File: src/rtl/ph_two_point_calibrated_meter_defines.svh
// assertion macros for the two-point calibrated ph meter
// used by the top level; expects clk and rst_n in scope

`ifndef PH_TWO_POINT_CALIBRATED_METER_DEFINES_SVH
`define PH_TWO_POINT_CALIBRATED_METER_DEFINES_SVH

// same-cycle implication, checked out of reset
`define PHCAL_ASSERT_NOW(lbl, ante, cons, msg) \
    lbl: assert property (@(posedge clk) disable iff (!rst_n) (ante) |-> (cons)) else $error(msg);

// next-cycle implication, checked out of reset
`define PHCAL_ASSERT_NEXT(lbl, ante, cons, msg) \
    lbl: assert property (@(posedge clk) disable iff (!rst_n) (ante) |=> (cons)) else $error(msg);

`endif

File: src/rtl/phcal_pkg.sv
// shared types and constants of the two-point calibrated ph meter
// no dependencies; used by the interfaces and every module

package phcal_pkg;

    localparam int SAMPLE_W = 12;
    localparam int CENTI_W  = 11;
    localparam int STATUS_W = 3;
    localparam int PROG_W   = 7;
    localparam int SUM_W    = 19;
    localparam int CNT_W    = 7;
    localparam int ADDR_W   = 5;
    localparam int DATA_W   = 32;

    localparam logic [SAMPLE_W-1:0] FULL_SCALE = 12'd4095;
    localparam logic [CENTI_W-1:0]  CENTI_MAX  = 11'd1400;
    // 2 * 700 + 1 and 2 * 300, doubled for round-half-up
    localparam logic [10:0] SPAN_GAIN  = 11'd1401;
    localparam logic [9:0]  SLOPE_GAIN = 10'd600;

    localparam logic [PROG_W-1:0] PROG_NONE    = 7'd0;
    localparam logic [PROG_W-1:0] PROG_ENTER   = 7'd35;
    localparam logic [PROG_W-1:0] PROG_CAPTURE = 7'd70;
    localparam logic [PROG_W-1:0] PROG_DONE    = 7'd100;

    typedef enum logic [1:0] {
        CMD_MEASURE = 2'd0,
        CMD_ENTER   = 2'd1,
        CMD_CAPTURE = 2'd2,
        CMD_EXIT    = 2'd3
    } cmd_t;

    typedef enum logic [STATUS_W-1:0] {
        CAL_NONE    = 3'd0,
        CAL_ENTERED = 3'd1,
        CAL_GOT7    = 3'd2,
        CAL_GOT4    = 3'd3,
        CAL_RETRY   = 3'd4,
        CAL_SUCCESS = 3'd5,
        CAL_FAILED  = 3'd6
    } cal_status_t;

    typedef enum logic [2:0] {
        REG_W7_LOW  = 3'd0,
        REG_W7_HIGH = 3'd1,
        REG_W4_LOW  = 3'd2,
        REG_W4_HIGH = 3'd3,
        REG_N_DEF   = 3'd4,
        REG_A_DEF   = 3'd5
    } reg_idx_t;

    typedef enum logic {
        ST_IDLE = 1'b0,
        ST_WAIT = 1'b1
    } top_state_t;

    typedef enum logic [2:0] {
        CV_IDLE  = 3'd0,
        CV_PREP  = 3'd1,
        CV_SUB   = 3'd2,
        CV_MUL   = 3'd3,
        CV_ADD   = 3'd4,
        CV_CHECK = 3'd5,
        CV_DIV   = 3'd6,
        CV_DONE  = 3'd7
    } conv_state_t;

    typedef struct packed {
        logic [SAMPLE_W-1:0] window7_low;
        logic [SAMPLE_W-1:0] window7_high;
        logic [SAMPLE_W-1:0] window4_low;
        logic [SAMPLE_W-1:0] window4_high;
        logic [SAMPLE_W-1:0] neutral_default;
        logic [SAMPLE_W-1:0] acid_default;
    } cfg_t;

    localparam cfg_t CFG_RESET = '{
        window7_low:     12'd1800,
        window7_high:    12'd2300,
        window4_low:     12'd2500,
        window4_high:    12'd3100,
        neutral_default: 12'd2048,
        acid_default:    12'd2800
    };

    typedef struct packed {
        logic                start;
        logic [SUM_W-1:0]    sum;
        logic [SAMPLE_W-1:0] neutral;
        logic [SAMPLE_W-1:0] acid;
    } conv_req_t;

    typedef struct packed {
        logic               done;
        logic [CENTI_W-1:0] centi;
        logic               derr;
    } conv_rsp_t;

    typedef struct packed {
        logic               ph_valid;
        logic [CENTI_W-1:0] ph_centi;
        logic               divide_error;
        cal_status_t        cal_status;
        logic [PROG_W-1:0]  progress;
    } result_t;

endpackage

File: src/rtl/phcal_in_if.sv
// input channel of the ph meter: command and raw sample
// depends on phcal_pkg

interface phcal_in_if;
    logic                           valid;
    logic                           ready;
    phcal_pkg::cmd_t                command;
    logic [phcal_pkg::SAMPLE_W-1:0] sample;

    modport source (output valid, output command, output sample, input ready);
    modport sink (input valid, input command, input sample, output ready);
endinterface

File: src/rtl/phcal_out_if.sv
// result channel of the ph meter
// depends on phcal_pkg

interface phcal_out_if;
    logic                           valid;
    logic                           ready;
    logic                           ph_valid;
    logic [phcal_pkg::CENTI_W-1:0]  ph_centi;
    logic                           divide_error;
    logic [phcal_pkg::STATUS_W-1:0] cal_status;
    logic [phcal_pkg::PROG_W-1:0]   progress;

    modport source (
        output valid, output ph_valid, output ph_centi, output divide_error,
        output cal_status, output progress, input ready
    );
    modport sink (
        input valid, input ph_valid, input ph_centi, input divide_error,
        input cal_status, input progress, output ready
    );
endinterface

File: src/rtl/phcal_regs.sv
// apb configuration registers: buffer windows and default points
// depends on phcal_pkg

module phcal_regs
(
    input  logic                         clk,
    input  logic                         rst_n,
    input  logic                         psel,
    input  logic                         penable,
    input  logic                         pwrite,
    input  logic [phcal_pkg::ADDR_W-1:0] paddr,
    input  logic [phcal_pkg::DATA_W-1:0] pwdata,
    output logic [phcal_pkg::DATA_W-1:0] prdata,
    output logic                         pready,
    output phcal_pkg::cfg_t              cfg
);

    phcal_pkg::cfg_t                 cfg_reg;
    phcal_pkg::cfg_t                 cfg_next;
    logic [2:0]                      idx;
    logic                            wr_en;
    logic [phcal_pkg::SAMPLE_W-1:0]  wval;
    logic [phcal_pkg::SAMPLE_W-1:0]  rval;

    assign idx    = paddr[phcal_pkg::ADDR_W-1:2];
    assign wr_en  = psel && penable && pwrite;
    assign wval   = pwdata[phcal_pkg::SAMPLE_W-1:0];
    assign pready = 1'b1;
    assign cfg    = cfg_reg;
    assign prdata = {{(phcal_pkg::DATA_W-phcal_pkg::SAMPLE_W){1'b0}}, rval};

    always_comb
    begin
        cfg_next = cfg_reg;
        rval     = '0;
        unique case (idx)
            phcal_pkg::REG_W7_LOW:
            begin
                rval = cfg_reg.window7_low;
                if (wr_en) cfg_next.window7_low = wval;
            end
            phcal_pkg::REG_W7_HIGH:
            begin
                rval = cfg_reg.window7_high;
                if (wr_en) cfg_next.window7_high = wval;
            end
            phcal_pkg::REG_W4_LOW:
            begin
                rval = cfg_reg.window4_low;
                if (wr_en) cfg_next.window4_low = wval;
            end
            phcal_pkg::REG_W4_HIGH:
            begin
                rval = cfg_reg.window4_high;
                if (wr_en) cfg_next.window4_high = wval;
            end
            phcal_pkg::REG_N_DEF:
            begin
                rval = cfg_reg.neutral_default;
                if (wr_en) cfg_next.neutral_default = wval;
            end
            phcal_pkg::REG_A_DEF:
            begin
                rval = cfg_reg.acid_default;
                if (wr_en) cfg_next.acid_default = wval;
            end
            default:
            begin
                rval = '0;
            end
        endcase
    end

    always_ff @(posedge clk or negedge rst_n)
    begin
        if (!rst_n)
        begin
            cfg_reg <= phcal_pkg::CFG_RESET;
        end
        else
        begin
            cfg_reg <= cfg_next;
        end
    end

endmodule

File: src/rtl/phcal_conv.sv
// burst sum to ph conversion: setup steps then a bit-serial restoring divider
// depends on phcal_pkg

module phcal_conv
#(
    parameter int BURST_SAMPLES = 64
)
(
    input  logic                 clk,
    input  logic                 rst_n,
    input  phcal_pkg::conv_req_t req,
    output phcal_pkg::conv_rsp_t rsp
);

    localparam int SW     = phcal_pkg::SAMPLE_W;
    localparam int QW     = phcal_pkg::CENTI_W;
    localparam int B_W    = $clog2(BURST_SAMPLES + 1);
    localparam int NB_W   = SW + B_W;
    localparam int T_W    = NB_W + 1;
    localparam int P1_W   = NB_W + 11;
    localparam int P2_W   = T_W + 10;
    localparam int N_W    = P2_W + 2;
    localparam int D_W    = NB_W + 1;
    localparam int DS_W   = D_W + QW;
    localparam int QCNT_W = $clog2(QW);
    localparam logic [B_W-1:0]    B_VAL    = B_W'(BURST_SAMPLES);
    localparam logic [NB_W-1:0]   FULL_SUM = NB_W'(4095 * BURST_SAMPLES);
    localparam logic [QCNT_W-1:0] Q_LAST   = QCNT_W'(QW - 1);

    phcal_pkg::conv_state_t state_reg, state_next;
    logic [NB_W-1:0]        sum_reg, sum_next;
    logic [SW-1:0]          n_reg, n_next;
    logic [SW-1:0]          a_reg, a_next;
    logic [NB_W-1:0]        nb_reg, nb_next;
    logic [SW-1:0]          p_reg, p_next;
    logic                   neg_reg, neg_next;
    logic signed [T_W-1:0]  tt_reg, tt_next;
    logic [NB_W-1:0]        bp_reg, bp_next;
    logic [P1_W-1:0]        p1_reg, p1_next;
    logic signed [P2_W-1:0] p2_reg, p2_next;
    logic signed [N_W-1:0]  num_reg, num_next;
    logic [D_W-1:0]         d_reg, d_next;
    logic [DS_W-1:0]        rem_reg, rem_next;
    logic [DS_W-1:0]        dsh_reg, dsh_next;
    logic [QW-1:0]          q_reg, q_next;
    logic [QCNT_W-1:0]      cnt_reg, cnt_next;
    logic [QW-1:0]          centi_reg, centi_next;
    logic                   derr_reg, derr_next;
    logic                   ge;
    logic [QW-1:0]          q_shift;

    assign rsp.done  = (state_reg == phcal_pkg::CV_DONE);
    assign rsp.centi = centi_reg;
    assign rsp.derr  = derr_reg;

    always_comb
    begin
        state_next = state_reg;
        sum_next   = sum_reg;
        n_next     = n_reg;
        a_next     = a_reg;
        nb_next    = nb_reg;
        p_next     = p_reg;
        neg_next   = neg_reg;
        tt_next    = tt_reg;
        bp_next    = bp_reg;
        p1_next    = p1_reg;
        p2_next    = p2_reg;
        num_next   = num_reg;
        d_next     = d_reg;
        rem_next   = rem_reg;
        dsh_next   = dsh_reg;
        q_next     = q_reg;
        cnt_next   = cnt_reg;
        centi_next = centi_reg;
        derr_next  = derr_reg;
        ge         = (rem_reg >= dsh_reg);
        q_shift    = {q_reg[QW-2:0], ge};

        unique case (state_reg)
            phcal_pkg::CV_IDLE:
            begin
                if (req.start)
                begin
                    sum_next   = NB_W'(req.sum);
                    n_next     = req.neutral;
                    a_next     = req.acid;
                    state_next = phcal_pkg::CV_PREP;
                end
            end
            phcal_pkg::CV_PREP:
            begin
                nb_next = {{B_W{1'b0}}, n_reg} * {{SW{1'b0}}, B_VAL};
                if (n_reg > a_reg)
                begin
                    p_next   = n_reg - a_reg;
                    neg_next = 1'b0;
                end
                else
                begin
                    p_next   = a_reg - n_reg;
                    neg_next = 1'b1;
                end
                centi_next = '0;
                derr_next  = 1'b0;
                if (sum_reg == FULL_SUM)
                begin
                    state_next = phcal_pkg::CV_DONE;
                end
                else if (n_reg == a_reg)
                begin
                    derr_next  = 1'b1;
                    state_next = phcal_pkg::CV_DONE;
                end
                else
                begin
                    state_next = phcal_pkg::CV_SUB;
                end
            end
            phcal_pkg::CV_SUB:
            begin
                // offset from the neutral point, sign folded into the slope
                if (neg_reg)
                    tt_next = $signed({1'b0, nb_reg}) - $signed({1'b0, sum_reg});
                else
                    tt_next = $signed({1'b0, sum_reg}) - $signed({1'b0, nb_reg});
                bp_next    = {{B_W{1'b0}}, p_reg} * {{SW{1'b0}}, B_VAL};
                state_next = phcal_pkg::CV_MUL;
            end
            phcal_pkg::CV_MUL:
            begin
                p1_next    = {{(P1_W-NB_W){1'b0}}, bp_reg}
                             * {{(P1_W-11){1'b0}}, phcal_pkg::SPAN_GAIN};
                p2_next    = $signed({{(P2_W-T_W){tt_reg[T_W-1]}}, tt_reg})
                             * $signed({{(P2_W-10){1'b0}}, phcal_pkg::SLOPE_GAIN});
                state_next = phcal_pkg::CV_ADD;
            end
            phcal_pkg::CV_ADD:
            begin
                num_next   = $signed({{(N_W-P1_W){1'b0}}, p1_reg})
                             + $signed({{(N_W-P2_W){p2_reg[P2_W-1]}}, p2_reg});
                d_next     = {bp_reg, 1'b0};
                state_next = phcal_pkg::CV_CHECK;
            end
            phcal_pkg::CV_CHECK:
            begin
                derr_next = 1'b0;
                if (num_reg < $signed({{(N_W-D_W){1'b0}}, d_reg}))
                begin
                    centi_next = '0;
                    state_next = phcal_pkg::CV_DONE;
                end
                else if (num_reg[N_W-2:0] >= {d_reg, {QW{1'b0}}})
                begin
                    centi_next = phcal_pkg::CENTI_MAX;
                    state_next = phcal_pkg::CV_DONE;
                end
                else
                begin
                    rem_next   = num_reg[N_W-2:0];
                    dsh_next   = {1'b0, d_reg, {(QW-1){1'b0}}};
                    q_next     = '0;
                    cnt_next   = Q_LAST;
                    state_next = phcal_pkg::CV_DIV;
                end
            end
            phcal_pkg::CV_DIV:
            begin
                if (ge) rem_next = rem_reg - dsh_reg;
                q_next   = q_shift;
                dsh_next = dsh_reg >> 1;
                cnt_next = cnt_reg - 1'b1;
                if (cnt_reg == '0)
                begin
                    centi_next = (q_shift > phcal_pkg::CENTI_MAX) ? phcal_pkg::CENTI_MAX
                                                                  : q_shift;
                    state_next = phcal_pkg::CV_DONE;
                end
            end
            phcal_pkg::CV_DONE:
            begin
                state_next = phcal_pkg::CV_IDLE;
            end
            default:
            begin
                state_next = phcal_pkg::CV_IDLE;
            end
        endcase
    end

    always_ff @(posedge clk or negedge rst_n)
    begin
        if (!rst_n)
        begin
            state_reg <= phcal_pkg::CV_IDLE;
        end
        else
        begin
            state_reg <= state_next;
        end
    end

    always_ff @(posedge clk)
    begin
        sum_reg   <= sum_next;
        n_reg     <= n_next;
        a_reg     <= a_next;
        nb_reg    <= nb_next;
        p_reg     <= p_next;
        neg_reg   <= neg_next;
        tt_reg    <= tt_next;
        bp_reg    <= bp_next;
        p1_reg    <= p1_next;
        p2_reg    <= p2_next;
        num_reg   <= num_next;
        d_reg     <= d_next;
        rem_reg   <= rem_next;
        dsh_reg   <= dsh_next;
        q_reg     <= q_next;
        cnt_reg   <= cnt_next;
        centi_reg <= centi_next;
        derr_reg  <= derr_next;
    end

endmodule

File: src/rtl/ph_two_point_calibrated_meter.sv
// top level of the two-point calibrated ph meter: commands, burst sum, result stage
// depends on phcal_pkg, phcal_in_if, phcal_out_if, phcal_regs, phcal_conv and the defines
//
//   port      dir   handshake          beat contents
//   in_ch     in    valid / ready      command, sample
//   out_ch    out   valid / ready      ph_valid, ph_centi, divide_error, cal_status, progress
//   apb       in    psel / penable     paddr, pwdata, prdata (pready tied high)
//
// commands and mid-burst readings are taken one beat per cycle while the output register is not stalled
// a reading that closes a burst holds off the next input beat through 5 setup steps,
//   the 11-step divider, a done step and a reload step; the divider is skipped when the result is
//   zero or saturates, and all but the first setup step when the sum is full scale or the points are equal
// rst_n clears control flags and loads the register defaults
// a result beat waits in a holding register while the output register is stalled

`include "ph_two_point_calibrated_meter_defines.svh"

module ph_two_point_calibrated_meter
#(
    parameter int BURST_SAMPLES = 64
)
(
    input  logic                         clk,
    input  logic                         rst_n,
    phcal_in_if.sink                     in_ch,
    phcal_out_if.source                  out_ch,
    input  logic                         psel,
    input  logic                         penable,
    input  logic                         pwrite,
    input  logic [phcal_pkg::ADDR_W-1:0] paddr,
    input  logic [phcal_pkg::DATA_W-1:0] pwdata,
    output logic [phcal_pkg::DATA_W-1:0] prdata,
    output logic                         pready
);

    localparam int SW   = phcal_pkg::SAMPLE_W;
    localparam int CW   = phcal_pkg::CNT_W;
    localparam logic [CW:0] B_CNT = (CW + 1)'(BURST_SAMPLES);

    phcal_pkg::cfg_t                cfg;
    phcal_pkg::conv_req_t           conv_req;
    phcal_pkg::conv_rsp_t           conv_rsp;

    phcal_pkg::top_state_t          state_reg, state_next;
    logic [phcal_pkg::SUM_W-1:0]    sum_reg, sum_next;
    logic [CW-1:0]                  count_reg, count_next;
    logic [SW-1:0]                  neutral_reg, neutral_next;
    logic                           neutral_cap_reg, neutral_cap_next;
    logic [SW-1:0]                  acid_reg, acid_next;
    logic                           acid_cap_reg, acid_cap_next;
    logic                           in_cal_reg, in_cal_next;
    logic                           cap_done_reg, cap_done_next;
    logic                           hold_valid_reg, hold_valid_next;
    phcal_pkg::result_t             hold_reg, hold_next;
    logic                           out_valid_reg, out_valid_next;
    phcal_pkg::result_t             out_reg, out_next;

    logic                           accept;
    logic                           out_load;
    logic                           burst_last;
    logic [phcal_pkg::SUM_W-1:0]    sum_add;
    logic                           hit7;
    logic                           hit4;
    phcal_pkg::result_t             res;
    logic                           waiting;
    logic                           centi_ok;
    logic                           derr_ok;

    phcal_regs u_regs
    (
        .clk     (clk),
        .rst_n   (rst_n),
        .psel    (psel),
        .penable (penable),
        .pwrite  (pwrite),
        .paddr   (paddr),
        .pwdata  (pwdata),
        .prdata  (prdata),
        .pready  (pready),
        .cfg     (cfg)
    );

    phcal_conv #(.BURST_SAMPLES(BURST_SAMPLES)) u_conv
    (
        .clk   (clk),
        .rst_n (rst_n),
        .req   (conv_req),
        .rsp   (conv_rsp)
    );

    assign out_load    = hold_valid_reg && (!out_valid_reg || out_ch.ready);
    assign in_ch.ready = (state_reg == phcal_pkg::ST_IDLE) && (!hold_valid_reg || out_load);
    assign accept      = in_ch.valid && in_ch.ready;
    assign sum_add     = sum_reg + {{(phcal_pkg::SUM_W-SW){1'b0}}, in_ch.sample};
    assign burst_last  = ({1'b0, count_reg} + 1'b1) >= B_CNT;
    assign hit7        = (in_ch.sample > cfg.window7_low) && (in_ch.sample < cfg.window7_high);
    assign hit4        = (in_ch.sample > cfg.window4_low) && (in_ch.sample < cfg.window4_high);

    assign out_ch.valid        = out_valid_reg;
    assign out_ch.ph_valid     = out_reg.ph_valid;
    assign out_ch.ph_centi     = out_reg.ph_centi;
    assign out_ch.divide_error = out_reg.divide_error;
    assign out_ch.cal_status   = out_reg.cal_status;
    assign out_ch.progress     = out_reg.progress;

    assign conv_req.start   = accept && (in_ch.command == phcal_pkg::CMD_MEASURE) && burst_last;
    assign conv_req.sum     = sum_add;
    assign conv_req.neutral = neutral_cap_reg ? neutral_reg : cfg.neutral_default;
    assign conv_req.acid    = acid_cap_reg ? acid_reg : cfg.acid_default;

    assign waiting  = (state_reg == phcal_pkg::ST_WAIT);
    assign centi_ok = (out_reg.ph_centi <= phcal_pkg::CENTI_MAX);
    assign derr_ok  = !out_reg.divide_error || (out_reg.ph_valid && (out_reg.ph_centi == '0));

    always_comb
    begin
        state_next       = state_reg;
        sum_next         = sum_reg;
        count_next       = count_reg;
        neutral_next     = neutral_reg;
        neutral_cap_next = neutral_cap_reg;
        acid_next        = acid_reg;
        acid_cap_next    = acid_cap_reg;
        in_cal_next      = in_cal_reg;
        cap_done_next    = cap_done_reg;
        hold_valid_next  = hold_valid_reg;
        hold_next        = hold_reg;
        out_valid_next   = out_valid_reg;
        out_next         = out_reg;

        res.ph_valid     = 1'b0;
        res.ph_centi     = '0;
        res.divide_error = 1'b0;
        res.cal_status   = phcal_pkg::CAL_NONE;
        res.progress     = phcal_pkg::PROG_NONE;

        // output register drains first, holding register refills after
        if (out_valid_reg && out_ch.ready) out_valid_next = 1'b0;
        if (out_load)
        begin
            out_valid_next  = 1'b1;
            out_next        = hold_reg;
            hold_valid_next = 1'b0;
        end

        unique case (state_reg)
            phcal_pkg::ST_IDLE:
            begin
                if (accept)
                begin
                    hold_valid_next = 1'b1;
                    unique case (in_ch.command)
                        phcal_pkg::CMD_MEASURE:
                        begin
                            if (burst_last)
                            begin
                                sum_next        = '0;
                                count_next      = '0;
                                hold_valid_next = 1'b0;
                                state_next      = phcal_pkg::ST_WAIT;
                            end
                            else
                            begin
                                sum_next   = sum_add;
                                count_next = count_reg + 1'b1;
                            end
                        end
                        phcal_pkg::CMD_ENTER:
                        begin
                            in_cal_next    = 1'b1;
                            cap_done_next  = 1'b0;
                            res.cal_status = phcal_pkg::CAL_ENTERED;
                            res.progress   = phcal_pkg::PROG_ENTER;
                        end
                        phcal_pkg::CMD_CAPTURE:
                        begin
                            if (in_cal_reg)
                            begin
                                if (hit7)
                                begin
                                    neutral_next     = in_ch.sample;
                                    neutral_cap_next = 1'b1;
                                    cap_done_next    = 1'b1;
                                    res.cal_status   = phcal_pkg::CAL_GOT7;
                                    res.progress     = phcal_pkg::PROG_CAPTURE;
                                end
                                else if (hit4)
                                begin
                                    acid_next      = in_ch.sample;
                                    acid_cap_next  = 1'b1;
                                    cap_done_next  = 1'b1;
                                    res.cal_status = phcal_pkg::CAL_GOT4;
                                    res.progress   = phcal_pkg::PROG_CAPTURE;
                                end
                                else
                                begin
                                    cap_done_next  = 1'b0;
                                    res.cal_status = phcal_pkg::CAL_RETRY;
                                end
                            end
                        end
                        phcal_pkg::CMD_EXIT:
                        begin
                            if (in_cal_reg)
                            begin
                                if (cap_done_reg)
                                begin
                                    res.cal_status = phcal_pkg::CAL_SUCCESS;
                                    res.progress   = phcal_pkg::PROG_DONE;
                                end
                                else
                                begin
                                    res.cal_status = phcal_pkg::CAL_FAILED;
                                end
                                cap_done_next = 1'b0;
                                in_cal_next   = 1'b0;
                            end
                        end
                        default:
                        begin
                            res.cal_status = phcal_pkg::CAL_NONE;
                        end
                    endcase
                    hold_next = res;
                end
            end
            phcal_pkg::ST_WAIT:
            begin
                if (conv_rsp.done)
                begin
                    res.ph_valid     = 1'b1;
                    res.ph_centi     = conv_rsp.centi;
                    res.divide_error = conv_rsp.derr;
                    hold_next        = res;
                    hold_valid_next  = 1'b1;
                    state_next       = phcal_pkg::ST_IDLE;
                end
            end
            default:
            begin
                state_next = phcal_pkg::ST_IDLE;
            end
        endcase
    end

    always_ff @(posedge clk or negedge rst_n)
    begin
        if (!rst_n)
        begin
            state_reg       <= phcal_pkg::ST_IDLE;
            sum_reg         <= '0;
            count_reg       <= '0;
            neutral_cap_reg <= 1'b0;
            acid_cap_reg    <= 1'b0;
            in_cal_reg      <= 1'b0;
            cap_done_reg    <= 1'b0;
            hold_valid_reg  <= 1'b0;
            out_valid_reg   <= 1'b0;
        end
        else
        begin
            state_reg       <= state_next;
            sum_reg         <= sum_next;
            count_reg       <= count_next;
            neutral_cap_reg <= neutral_cap_next;
            acid_cap_reg    <= acid_cap_next;
            in_cal_reg      <= in_cal_next;
            cap_done_reg    <= cap_done_next;
            hold_valid_reg  <= hold_valid_next;
            out_valid_reg   <= out_valid_next;
        end
    end

    always_ff @(posedge clk)
    begin
        neutral_reg <= neutral_next;
        acid_reg    <= acid_next;
        hold_reg    <= hold_next;
        out_reg     <= out_next;
    end

    `PHCAL_ASSERT_NOW(a_done_only_waiting, conv_rsp.done, waiting, "stray conversion done")
    `PHCAL_ASSERT_NOW(a_centi_range, out_valid_reg, centi_ok, "ph_centi above full range")
    `PHCAL_ASSERT_NOW(a_derr_form, out_valid_reg, derr_ok, "divide error without a zero ph beat")
    `PHCAL_ASSERT_NEXT(a_burst_starts, conv_req.start, waiting, "no conversion at burst end")

endmodule
File: src/flat_wrapper.sv
// flat-port wrapper written by rule: the top's interface ports become plain ports
module ph_two_point_calibrated_meter_flat 
#(
    parameter int BURST_SAMPLES = 64
)
  (clk, rst_n, psel, penable, pwrite, paddr, pwdata, prdata, pready, in_ch_valid, in_ch_command, in_ch_sample, in_ch_ready, out_ch_valid, out_ch_ph_valid, out_ch_ph_centi, out_ch_divide_error, out_ch_cal_status, out_ch_progress, out_ch_ready);
  phcal_in_if in_ch_i ();
  phcal_out_if out_ch_i ();
  input  logic clk;
  input  logic rst_n;
  input  logic psel;
  input  logic penable;
  input  logic pwrite;
  input  logic [phcal_pkg::ADDR_W-1:0] paddr;
  input  logic [phcal_pkg::DATA_W-1:0] pwdata;
  output logic [phcal_pkg::DATA_W-1:0] prdata;
  output logic pready;
  input wire logic [$bits(in_ch_i.valid)-1:0] in_ch_valid;
  input wire logic [$bits(in_ch_i.command)-1:0] in_ch_command;
  input wire logic [$bits(in_ch_i.sample)-1:0] in_ch_sample;
  output wire logic [$bits(in_ch_i.ready)-1:0] in_ch_ready;
  output wire logic [$bits(out_ch_i.valid)-1:0] out_ch_valid;
  output wire logic [$bits(out_ch_i.ph_valid)-1:0] out_ch_ph_valid;
  output wire logic [$bits(out_ch_i.ph_centi)-1:0] out_ch_ph_centi;
  output wire logic [$bits(out_ch_i.divide_error)-1:0] out_ch_divide_error;
  output wire logic [$bits(out_ch_i.cal_status)-1:0] out_ch_cal_status;
  output wire logic [$bits(out_ch_i.progress)-1:0] out_ch_progress;
  input wire logic [$bits(out_ch_i.ready)-1:0] out_ch_ready;
  assign in_ch_i.valid = in_ch_valid;
  assign in_ch_i.command = in_ch_command;
  assign in_ch_i.sample = in_ch_sample;
  assign in_ch_ready = in_ch_i.ready;
  assign out_ch_valid = out_ch_i.valid;
  assign out_ch_ph_valid = out_ch_i.ph_valid;
  assign out_ch_ph_centi = out_ch_i.ph_centi;
  assign out_ch_divide_error = out_ch_i.divide_error;
  assign out_ch_cal_status = out_ch_i.cal_status;
  assign out_ch_progress = out_ch_i.progress;
  assign out_ch_i.ready = out_ch_ready;
  ph_two_point_calibrated_meter #(.BURST_SAMPLES(BURST_SAMPLES)) u_core (.clk(clk), .rst_n(rst_n), .in_ch(in_ch_i), .out_ch(out_ch_i), .psel(psel), .penable(penable), .pwrite(pwrite), .paddr(paddr), .pwdata(pwdata), .prdata(prdata), .pready(pready));
endmodule
File: config.mk
export PLATFORM = sky130hd
export DESIGN_NAME = ph_two_point_calibrated_meter_flat
export DESIGN_NICKNAME = d
export VERILOG_FILES = /design/src/rtl/phcal_pkg.sv /design/src/rtl/phcal_in_if.sv /design/src/rtl/phcal_out_if.sv /design/src/rtl/phcal_regs.sv /design/src/rtl/phcal_conv.sv /design/src/rtl/ph_two_point_calibrated_meter.sv /design/src/flat_wrapper.sv
export VERILOG_INCLUDE_DIRS = /design/src /design/src/rtl
export SDC_FILE = /design/constraint.sdc
export NUM_CORES = 1
export LEC_CHECK = 0
export BUFFER_PORTS_ARGS = -buffer_cell sky130_fd_sc_hd__buf_2
export CAP_MARGIN = 10
export CORE_MARGIN = 2
export CORE_UTILIZATION = 57
export CTS_CLUSTER_SIZE = 30
export DETAILED_ROUTE_END_ITERATION = 10
export PLACE_DENSITY = 0.77
export SYNTH_ARGS = -nofsm -noshare
export SYNTH_HDL_FRONTEND = slang
export SYNTH_SLANG_ARGS = --single-unit
File: constraint.sdc
create_clock -name clk -period 6.57 [get_ports clk]
set_input_delay 1.314 -clock clk [delete_from_list [all_inputs] [get_ports clk]]
set_output_delay 1.314 -clock clk [all_outputs]
set_load 0.02 [all_outputs]
[Word level (Yosys, flattened, before mapping)]
Cells that the tools add are included.
Operators by class
  $add $sub $neg: 10
  multiply operators: 2
  order comparisons: 10
  equal/unequal tests: 27
  multiplexer cells: 66
  bitwise logic cells: 2
  reduce and logical (&&, ||, !) cells: 41
Operator list (count)
  $mux W31: 5
  $pmux W31 S2: 2
  $pmux W12 S6: 1
  $mux W10: 5
  $mux W23: 2
  $pmux W23 S2: 1
  $mux W11: 4
  $gt A12 B12 Y1: 3
  $mux W12: 3
  $pmux W11 S3: 1
  $add A31 B30 Y32: 1
  $lt A32 B20 Y1: 1
  $ge A31 B30 Y1: 1
  $ge A31 B31 Y1: 1
  $sub A31 B31 Y31: 1
  $pmux W10 S3: 1
  $mul A20 B8 Y27 const B: 1
  $lt A12 B12 Y1: 2
  $pmux W3 S8: 1
  $sub A12 B12 Y12: 2
  $mul A12 B11 Y23 const B: 1
  $mux W7: 3
  $mux W1: 20
  $mux W20: 1
  other kinds (40): 94
Storage, ports and cells
  register bits: 461
  input bits: 58
  output and inout bits: 58
  word-level logic and storage cells: 204

[Depth between registers and ports, before layout]
Gate-level depths: netlist of the first run.
  depth in word-level cells: 10
  depth in mapped cells: 19

[Cells and area by module]
A second synthesis of the first run with hierarchy kept.
Unflattened totals
  cell total of the unflattened synthesis: 2660
  area total of the unflattened synthesis: 29671.0 µm²
By module, submodules not included
  phcal_conv: times used 1, cells an instance 1876, area an instance 20415.8 µm², sequential area each 8393.0 µm²
  ph_two_point_calibrated_meter: times used 1, cells an instance 516, area an instance 5718.0 µm², sequential area each 2747.6 µm²
  phcal_regs: times used 1, cells an instance 268, area an instance 3537.1 µm², sequential area each 1836.8 µm²

[Worst setup path after synthesis of the first run]
OpenSTA, ideal clock, no wires.
  kind: in2reg
  from: in out_ch_ready
  to: reg u_core.u_conv.a_reg[0], enable pin
  setup time: 0.550 ns
  arrival time: 6.735 ns
  path slack: -0.715 ns
  cell stages on the path: 6
  buffers on the path: 0
  cells stage by stage: nor2b_1 > a21oi_1 > nand2_1 > nor3_1 > nand2_1 > nor4_1
Between the ends
  longest elaborated chain between the ends: 8
Ends and longest elaborated chain
  from (decl): line flat_wrapper.sv:28  | input wire logic [$bits(out_ch_i.ready)-1:0] out_ch_ready;
  $logic_or A1 B1 Y1: line ph_two_point_calibrated_meter.sv:91  | assign out_load = hold_valid_reg && (!out_valid_reg || out_ch.ready);
  $logic_and A1 B1 Y1: line ph_two_point_calibrated_meter.sv:91
  $logic_or A1 B1 Y1: line ph_two_point_calibrated_meter.sv:92  | assign in_ch.ready = (state_reg == phcal_pkg::ST_IDLE) && (!hold_valid_reg || out_load);
  $logic_and A1 B1 Y1: line ph_two_point_calibrated_meter.sv:92
  via in_ch_ready: line flat_wrapper.sv:21  | output wire logic [$bits(in_ch_i.ready)-1:0] in_ch_ready;
  $logic_and A1 B1 Y1: line ph_two_point_calibrated_meter.sv:93  | assign accept = in_ch.valid && in_ch.ready;
  $logic_and A1 B1 Y1 (2 in a row): line ph_two_point_calibrated_meter.sv:106  | assign conv_req.start = accept && (in_ch.command == phcal_pkg::CMD_MEASURE) && burst_last;
  $reduce_and A2 Y1 (no source line)
  to (signal assigned): line phcal_conv.sv:207  | a_reg <= a_next;
  to (decl): line phcal_conv.sv:33  | logic [SW-1:0] a_reg, a_next;
The timed path passes the listed nets, and every way through them passes these cells.
A chain may end at the register's enable or synchronous reset.

[Worst setup path after layout of the first run]
  from: reg u_core.u_conv.bp_reg[10]
  to: reg u_core.u_conv.p1_reg[27] (data pin)
Between the ends
  longest elaborated chain between the ends: 1
Ends and longest elaborated chain
  from (decl): line phcal_conv.sv:38  | logic [NB_W-1:0] bp_reg, bp_next;
  from (signal assigned): line phcal_conv.sv:212  | bp_reg <= bp_next;
  $mul A12 B11 Y23: line phcal_conv.sv:133  | * {{(P1_W-11){1'b0}}, phcal_pkg::SPAN_GAIN};
  to (signal assigned): line phcal_conv.sv:213  | p1_reg <= p1_next;
  to (decl): line phcal_conv.sv:39  | logic [P1_W-1:0] p1_reg, p1_next;
Every way passes these cells.

==> results of run 1 <==
[power breakdown]
group	internal, uW	switching [uW]
clock network	1600	1120
registers	3160	68.1
logic	226	293
total	4980	1480
[per-stage QoR]
step                cell area [sq um]  std cells
detailed placement              30000       3293
finish                          31600       3385
CTS                             31600       3385
global placement                30000       3293
global route                    31600       3385
floorplan                       29100       2616
[area by class of cell]
class,count,area share
clock buffers,74,0.0457
clock inverters,18,0.00443
inverters,362,0.0430
multi-input cells,1725,0.455
flip-flops and latches,449,0.410
well taps,672,0.0266
repair buffers,85,0.0147
[per-layer routing]
layer  share of wire  wire (um)  vias up
met2            0.54      34400      451
met5               0          0        -
met1            0.39      24800     9530
met4           0.040       2520        0
met3           0.032       2060      143
li1                -          -     9292
[kinds of logic (layout without fill, tap and decap cells)]
logic type	count (synthesis)	in the layout	synth area share
compound gates	542	542	0.122
xor+xnor	126	126	0.0381
fa+ha+maj	418	418	0.203
buf+inv	442	539	0.0604
flops	449	449	0.448
mux	108	108	0.0423
other cells	2	23	0.000259
simple gates	508	508	0.0866
[final timing paths]
kind	end	slack (ns)	cells after the start
max in group asynchronous	u_core.u_regs.cfg[0]$_DFFE_PN0P_	4.56	2
min reg2reg	u_core.out_ch.cal_status[0]$_DFFE_PP_	0.41	0
max reg2reg	u_core.u_conv.p1_reg[27]$_DFFE_PP_	1.21	19
min	u_core.out_ch.cal_status[0]$_DFFE_PP_	0.41	0
max	u_core.u_conv.p1_reg[27]$_DFFE_PP_	1.21	19
min in group asynchronous	u_core.u_regs.cfg[33]$_DFFE_PN0P_	0.79	1
[worst max-delay path, cell delays in order, from the launching register on]
cell	delay, ns
edfxtp_1	0.56
ha_1	0.38
inv_1	0.06
fa_1	0.50
inv_1	0.04
ha_1	0.27
inv_1	0.05
fa_1	0.53
inv_1	0.05
fa_1	0.47
ha_1	0.35
a21oi_1	0.14
nor2_1	0.06
nor2_1	0.17
o21bai_1	0.10
a21oi_1	0.28
o21ai_0	0.24
a41o_1	0.33
o41ai_1	0.38
xnor2_1	0.12
[layout by cell type, fill, tap and decap left out, drive strengths merged, types with 81 or more instances in the layout]
| master | count |
|---|---|
| a21oi | 111 |
| o21ai | 146 |
| a21o | 81 |
| nor2 | 112 |
| mux2 | 86 |
| xnor2 | 85 |
| ha | 331 |
| edfxtp | 341 |
| nand2 | 151 |
| fa | 87 |
| buf | 85 |
| inv | 363 |
==> flow_metrics.env, run 1 <==
export IMPL_cp_startpoint="u_core.u_conv.bp_reg[10]$_DFFE_PP_"
export IMPL_leakagePower_uw=0.0141
export IMPL_yosysSeqAreaShare=0.448
export IMPL_drv_slew=0
export IMPL_multi_input_area_sq_um=14400
export IMPL_synth_top_area_share=0.353
export IMPL_syn_area_sq_um=29000
export IMPL_clkTransAtPathRegs_ns=0.06
export IMPL_top_usage_layer="met2"
export IMPL_tightest_slew_ns=1.10
export IMPL_p_per_area_nw_per_um2=204
export IMPL_syn_to_final_growth_pct=9.09
export IMPL_cts_made_buffers=49
export IMPL_end_kind="register"
export IMPL_initial_utilization=0.578
export IMPL_min_from="u_core.hold_reg[7]$_SDFFCE_PP0P_"
export IMPL_vias_per_cell=5.74
export IMPL_synthFlopType="edfxtp_1"
export IMPL_wirelength_mm=63.8
export IMPL_crit_path_max_fanout=6
export IMPL_placementRows=82
export IMPL_cp_data_required_time_ns=6.88
export IMPL_port_buffers=70
export IMPL_grtUsageTotal=0.245
export IMPL_ant_nets=0
export IMPL_routabilityCongestion=0.919
export IMPL_syn_inst=2595
export IMPL_pre_cts_ws_ns=1.33
export IMPL_finalSetupViolCount=0
export IMPL_nFillCells=3908
export IMPL_cts_hold_buf=0
export IMPL_numClockSinks=449
export IMPL_core_area_sq_um=50200
export IMPL_ys_top_cells_by_area="edfxtp_1 (35%), ha_1 (14%), dfrtp_1 (6.9%), fa_1 (6.0%), inv_1 (4.7%)"
export IMPL_grt_max_degree=79
export IMPL_slew_headroom=0.266
export IMPL_post_dp_hpwl_mm=48.4
export IMPL_layout_nets=3148
export IMPL_hold_viol_final=0
export IMPL_cts_buffer_depth=3
export IMPL_yosysWarnings=0
export IMPL_finalClockSkew_ns=0.0318
export IMPL_syn_area_per_cell_sq_um=11.2
export IMPL_met1_usage=0.277
export IMPL_fmax_ghz=0.186
export IMPL_drtIter0Drc=1202
export IMPL_grt_pass1_vias=20400
export IMPL_drc=0
export IMPL_timing_hold_ws_ns=0.412
export IMPL_worstPathArrival_ns=5.68
export IMPL_synth_edf_count=341
export IMPL_dieArea_sq_um=52700
export IMPL_ctsResizeCount=0
export IMPL_clk_latency_ns=0.58
export IMPL_ir_worst_vdd_v=0.000181
export IMPL_fin_crit_sh=0.816
export IMPL_ys_types=79
export IMPL_diodes=0
export IMPL_grt_util_met2=0.466
export IMPL_rsz0062_at_grt="false"
export IMPL_antenna_found_initial=0
export IMPL_largest_register_ffs=72
export IMPL_p_total_uw=6460
export IMPL_finalWorstSetupSlack_ns=1.21
export IMPL_min_period_ns=5.36
export IMPL_finalSetupTns_ns=0
export IMPL_synth_most_common_cell="inv_1"
export IMPL_start_kind="register"
export IMPL_ys_ff_latch=449
export IMPL_path_class="register to register"
export IMPL_drive_gt1_frac=0.112
export IMPL_die_w_um=230
export IMPL_min_path_type="register to register"
export IMPL_via_count=19400
export IMPL_post_route_util=0.630
export IMPL_dr_pass1_iters=5
export IMPL_grt_overflow=0
export IMPL_grt_use_met3=0.0284
export IMPL_reg2reg_from="u_core.u_conv.bp_reg[10]$_DFFE_PP_"
export IMPL_ios=116
export IMPL_dieHeight_um=230
export IMPL_synthArstFlopShare=0.241
export IMPL_synth_largest_area_cell="edfxtp_1"
export IMPL_wl_per_cell_um=18.9
export IMPL_cap_violations=0
export IMPL_cts_root_buf="clkbuf_16"
export IMPL_post_cts_buffers=0
export IMPL_cts_max_level=2
export IMPL_yosys_top_cells_count="inv_1 (362), edfxtp_1 (341), ha_1 (331)"
export IMPL_grt_pass1_wl_mm=103
export IMPL_seqCellArea_sq_um=13000
export IMPL_cts_tree="built"
export IMPL_outcome="completed"
Note: power is estimated with default switching activity, not from simulation.
==> run 2: changes to the inputs <==
==> constraint.sdc (replaced) <==
create_clock -name clk -period 4.6 [get_ports clk]
set_input_delay 0.92 -clock clk [delete_from_list [all_inputs] [get_ports clk]]
set_output_delay 0.92 -clock clk [all_outputs]
set_load 0.02 [all_outputs]
==> flow_metrics.env, run 2 (synthesized netlist as in run 1, its figures left out) <==
export IMPL_fin_crit_sh=1.04
export IMPL_die_w_um=230
export IMPL_final_common_cell="inv_1"
export IMPL_grtUsageTotal=0.242
export IMPL_crit_path_max_fanout=2
export IMPL_grt_pass1_vias=20200
export IMPL_failed_checks="negative setup slack"
export IMPL_grt_util_met2=0.440
export IMPL_finalWorstSetupSlack_ns=-0.207
export IMPL_cp_startpoint="u_core.u_conv.bp_reg[11]$_DFFE_PP_"
export IMPL_p_per_area_nw_per_um2=281
export IMPL_dieArea_sq_um=52700
export IMPL_drv_slew=0
export IMPL_seqCellArea_sq_um=13000
export IMPL_clk_latency_ns=0.59
export IMPL_clkPwrFrac=0.416
export IMPL_ant_nets=0
export IMPL_layout_nets=3238
export IMPL_wl_per_cell_um=18.3
export IMPL_post_route_util=0.651
export IMPL_cap_violations=0
export IMPL_antenna_found_initial=0
export IMPL_min_period_ns=4.81
export IMPL_reg2reg_from="u_core.u_conv.bp_reg[11]$_DFFE_PP_"
export IMPL_dr_pass1_iters=6
export IMPL_post_dp_hpwl_mm=47.9
export IMPL_fmax_ghz=0.208
export IMPL_p_total_uw=9190
export IMPL_start_kind="register"
export IMPL_outcome="finished, violations left"
export IMPL_cts_tree="built"
export IMPL_dieHeight_um=230
export IMPL_power_share_switching=0.232
export IMPL_leakagePower_uw=0.0146
export IMPL_largest_register_ffs=72
export IMPL_drive_gt1_frac=0.163
export IMPL_end_kind="register"
export IMPL_wirelength_mm=63.6
export IMPL_grt_pass1_wl_mm=102
export IMPL_cts_buffer_depth=3
export IMPL_p_int_uw=7060
export IMPL_drc=0
export IMPL_cts_made_buffers=48
export IMPL_grt_overflow=0
export IMPL_path_class="register to register"
export IMPL_p_seq_frac=0.502
export IMPL_nFillCells=3678
export IMPL_grt_use_met3=0.0294
export IMPL_min_path_type="primary input to async pin"
export IMPL_placementRows=82
export IMPL_multi_input_area_sq_um=14700
export IMPL_via_count=19800
export IMPL_grt_max_degree=78
export IMPL_met1_usage=0.280
export IMPL_cts_root_buf="clkbuf_16"
export IMPL_routabilityCongestion=0.949
export IMPL_cts_max_level=2
export IMPL_initial_utilization=0.578
export IMPL_finalSetupTns_ns=-0.388
export IMPL_cp_data_required_time_ns=4.93
export IMPL_diodes=0
export IMPL_drtIter0Drc=1244
export IMPL_slew_headroom=0.280
export IMPL_numClockSinks=449
export IMPL_p_sw_uw=2130
export IMPL_r2r_setup_slack_ns=-0.21
export IMPL_core_area_sq_um=50200
export IMPL_rsz0062_at_grt="true"
export IMPL_port_buffers=70
export IMPL_vias_per_cell=5.69
export IMPL_worstPathArrival_ns=5.13
export IMPL_tightest_slew_ns=1.08
export IMPL_finalSetupViolCount=5
export IMPL_top_usage_layer="met2"
export IMPL_ir_worst_vdd_v=0.000294
export IMPL_syn_to_final_growth_pct=12.6
export IMPL_final_cell_mix="inv_1 (353), edfxtp_1 (341), ha_1 (314)"
export IMPL_comb_power_share=0.082
export IMPL_hold_viol_final=0
export IMPL_ios=116
export IMPL_clkTransAtPathRegs_ns=0.06
export IMPL_finalClockSkew_ns=0.0258
-- run 2: changes by cell type in the layout (fill, tap and decap cells not counted), sizes merged --
cell / before / now
clkinv: 15 / 14
inv: 363 / 365
bufinv: 2 / 4
clkbuf: 74 / 61
buf: 85 / 176
clkinvlp: 0 / 6
-- run 2: power by group through the flow --
stage / clock network, uW / registers, uW / logic (uW)
2_1_floorplan: 0 / 4650 / 524
3_3_place_gp: 0 / 4680 / 710
3_5_place_dp: 0 / 4690 / 738
4_1_cts: 3880 / 4610 / 748
5_1_grt: 4040 / 4630 / 827
6_report: 3820 / 4610 / 749
-- run 2: per-layer routing --
metal / part of all wire / wire length, um / vias up
li1: - / - / 9466
met1: 0.39 / 24700 / 9584
met2: 0.52 / 33000 / 532
met3: 0.039 / 2510 / 182
met4: 0.054 / 3410 / 0
met5: 0 / 0 / -
-- run 2: stage by stage --
stage | hold WS, ns | cell area, sq um | worst slack [ns] | std cells
floorplan | 0.400 | 29100 | 0.0255 | 2616
global placement | 0.401 | 30500 | -0.177 | 3354
detailed placement | 0.405 | 30500 | -0.244 | 3354
CTS | 0.236 | 32300 | -0.100 | 3462
global route | 0.266 | 32600 | -0.324 | 3472
finish | 0.251 | 32600 | -0.207 | 3472
-- run 2: cell type report --
cell class / instances / area share
tap: 672 / 0.0258
clock inverter: 27 / 0.00801
sequential: 449 / 0.398
clock buffer: 61 / 0.0396
inverter: 362 / 0.0416
timing repair buffer: 176 / 0.0359
multi-input combinational: 1725 / 0.452
-- run 2: repair_timing --
| action | 4_1_cts | 5_1_grt |
|---|---|---|
| pin swaps | 34 | 50 |
| buffers inserted | 20 | 15 |
| resized for setup | 19 | 47 |
| setup endpoints to repair | 8 | 9 |
| endpoints found under the hold margin | 0 | 0 |
| hold buffers | 0 | 0 |
-- run 2: path summary, 6_finish.rpt --
path,end,cells after the start
hold reg to reg,u_core.u_conv.num_reg[5]$_DFFE_PP_,0
min in group clk,u_core.u_conv.num_reg[5]$_DFFE_PP_,0
max in group asynchronous,u_core.u_conv.state_reg[1]$_DFFE_PN0P_,2
setup / recovery,u_core.u_conv.p1_reg[28]$_DFFE_PP_,16
hold / removal,u_core.u_regs.cfg[31]$_DFFE_PN0P_,1
setup reg to reg,u_core.u_conv.p1_reg[28]$_DFFE_PP_,16
-- run 2: critical path, stage by stage (launching register included) --
cell      delay (ns)
edfxtp_1        0.41
buf_6           0.14
ha_4            0.27
inv_2           0.04
fa_1            0.52
inv_2           0.04
fa_1            0.49
fa_1            0.52
fa_1            0.50
ha_2            0.20
or3_4           0.32
o211ai_1        0.27
a31oi_1         0.17
o21ai_1         0.19
nand2b_1        0.12
a221oi_2        0.26
xnor2_1         0.11
==> run 3: changes to the inputs <==
--- a/config.mk
+++ b/config.mk
@@ -8,7 +8,7 @@
 export LEC_CHECK = 0
 export BUFFER_PORTS_ARGS = -buffer_cell sky130_fd_sc_hd__buf_2
 export CAP_MARGIN = 10
-export CORE_MARGIN = 2
+export CORE_MARGIN = 5
 export CORE_UTILIZATION = 57
 export CTS_CLUSTER_SIZE = 30
 export DETAILED_ROUTE_END_ITERATION = 10
==> flow_metrics.env, run 3 (synthesized netlist as in run 1, its figures left out) <==
export IMPL_finalSetupViolCount=3
export IMPL_drc=0
export IMPL_ir_worst_vdd_v=0.000317
export IMPL_fin_crit_sh=1.03
export IMPL_fmax_ghz=0.212
export IMPL_finalClockSkew_ns=0.0161
export IMPL_antenna_found_initial=0
export IMPL_r2r_setup_slack_ns=-0.12
export IMPL_dieHeight_um=236
export IMPL_ant_nets=0
export IMPL_p_total_uw=9400
export IMPL_vias_per_cell=5.66
export IMPL_drv_slew=0
export IMPL_crit_path_max_fanout=3
export IMPL_p_seq_frac=0.491
export IMPL_cts_max_level=2
export IMPL_dieArea_sq_um=55500
export IMPL_drive_gt1_frac=0.156
export IMPL_grt_max_degree=84
export IMPL_grt_pass1_wl_mm=102
export IMPL_clkTransAtPathRegs_ns=0.06
export IMPL_cap_violations=0
export IMPL_fin_area_sq_um=32600
export IMPL_wirelength_mm=63.1
export IMPL_routabilityCongestion=0.949
export IMPL_grt_overflow=0
export IMPL_cts_made_buffers=48
export IMPL_worstPathArrival_ns=5.05
export IMPL_cp_data_required_time_ns=4.93
export IMPL_diodes=0
export IMPL_comb_power_share=0.080
export IMPL_tightest_slew_ns=1.09
export IMPL_final_cell_mix="inv_1 (350), edfxtp_1 (341), ha_1 (311)"
export IMPL_p_sw_uw=2150
export IMPL_drtIter0Drc=1050
export IMPL_cts_tree="built"
export IMPL_core_area_sq_um=50300
export IMPL_pre_cts_ws_ns=-0.228
export IMPL_wl_per_cell_um=18.2
export IMPL_largest_register_ffs=72
export IMPL_layout_nets=3224
export IMPL_nFillCells=3729
export IMPL_outcome="finished, violations left"
export IMPL_min_period_ns=4.72
export IMPL_post_route_util=0.649
export IMPL_place_area_sq_um=30500
export IMPL_ios=116
export IMPL_min_path_type="register to register"
export IMPL_cts_hold_buf=0
export IMPL_clkPwrFrac=0.429
export IMPL_end_kind="register"
export IMPL_start_kind="register"
export IMPL_via_count=19600
export IMPL_finalWorstSetupSlack_ns=-0.124
export IMPL_path_class="register to register"
export IMPL_slew_headroom=0.272
export IMPL_dr_pass1_iters=8
export IMPL_port_buffers=70
export IMPL_power_share_switching=0.229
export IMPL_syn_to_final_growth_pct=12.5
export IMPL_p_int_uw=7250
export IMPL_hold_viol_final=0
export IMPL_cts_root_buf="clkbuf_16"
export IMPL_die_w_um=236
export IMPL_clk_latency_ns=0.59
export IMPL_leakagePower_uw=0.0145
export IMPL_numClockSinks=449
export IMPL_failed_checks="negative setup slack"
export IMPL_initial_utilization=0.577
export IMPL_cts_buffer_depth=3
export IMPL_post_dp_hpwl_mm=48.0
export IMPL_finalSetupTns_ns=-0.207
export IMPL_grtUsageTotal=0.223
export IMPL_placementRows=82
export IMPL_final_common_cell="inv_1"
export IMPL_rsz0062_at_grt="true"
export IMPL_p_per_area_nw_per_um2=288
export IMPL_grt_pass1_vias=20200
-- run 3: cell count changes in the layout (fill, tap and decap cells not counted), moves of 4 or more --
cell / previous run / this run
bufinv_16: 4 / 8
buf_4: 101 / 87
clkinv_1: 3 / 12
clkbuf_1: 10 / 6
-- run 3: timing repair --
action | 4_1_cts | 5_1_grt
pin swaps | 50 | 28
resized for setup | 26 | 31
setup endpoints to repair | 5 | 8
cloned | 0 | 0
buffers inserted | 13 | 5
-- run 3: through the flow --
stage	instances	hold WS, ns
floorplan	2616	0.400
global placement	3352	0.401
detailed placement	3352	0.405
CTS	3455	0.414
global route	3460	0.422
finish	3460	0.415
-- run 3: path summary, 6_finish.rpt --
path / start / end / depth (start not counted)
max: u_core.u_conv.bp_reg[11]$_DFFE_PP_ / u_core.u_conv.p1_reg[28]$_DFFE_PP_ / 16
min: u_core.u_conv.p_reg[2]$_DFFE_PP_ / u_core.u_conv.bp_reg[8]$_DFFE_PP_ / 0
max reg2reg: u_core.u_conv.bp_reg[11]$_DFFE_PP_ / u_core.u_conv.p1_reg[28]$_DFFE_PP_ / 16
min reg2reg: u_core.u_conv.p_reg[2]$_DFFE_PP_ / u_core.u_conv.bp_reg[8]$_DFFE_PP_ / 0
max in group asynchronous: rst_n / u_core.u_conv.state_reg[2]$_DFFE_PN0P_ / 2
min in group asynchronous: rst_n / u_core.u_regs.cfg[32]$_DFFE_PN0P_ / 1
-- run 3: power by group through the flow --
| stage | sequential [uW] | clock, uW | combinational, uW |
|---|---|---|---|
| 6_report | 4620 | 4030 | 749 |
| 2_1_floorplan | 4650 | 0 | 524 |
| 3_3_place_gp | 4680 | 0 | 709 |
| 4_1_cts | 4610 | 4100 | 749 |
| 5_1_grt | 4630 | 4270 | 829 |
| 3_5_place_dp | 4690 | 0 | 738 |
-- run 3: final cells by class --
cell class              count  area [sq um]  area share
clock buffers              55          1250      0.0383
multi-input cells        1725         14700       0.451
inverters                 362          1360      0.0417
well taps                 672           841      0.0258
clock inverters            35           402      0.0123
repair buffers            162          1070      0.0327
flip-flops and latches    449         13000       0.398
-- run 3: per-layer routing --
layer | up-vias | track usage | wire length, um
met1 | 9450 | 0.261 | 24600
met5 | - | 0 | 0
met2 | 508 | 0.397 | 32000
li1 | 9433 | - | -
met3 | 195 | 0.0351 | 2550
met4 | 0 | 0.118 | 3870
-- run 3: critical path, cell delays in order, from the launching register on --
cell and delay [ns]:
edfxtp_1 0.46, buf_6 0.16, ha_4 0.28, inv_2 0.04
fa_1 0.49, inv_2 0.04, fa_1 0.45, fa_1 0.51
fa_1 0.42, ha_2 0.19, or3_4 0.38, o211ai_1 0.25
a31oi_1 0.15, o21ai_1 0.16, nand2b_1 0.11, a221oi_2 0.28
xnor2_1 0.11
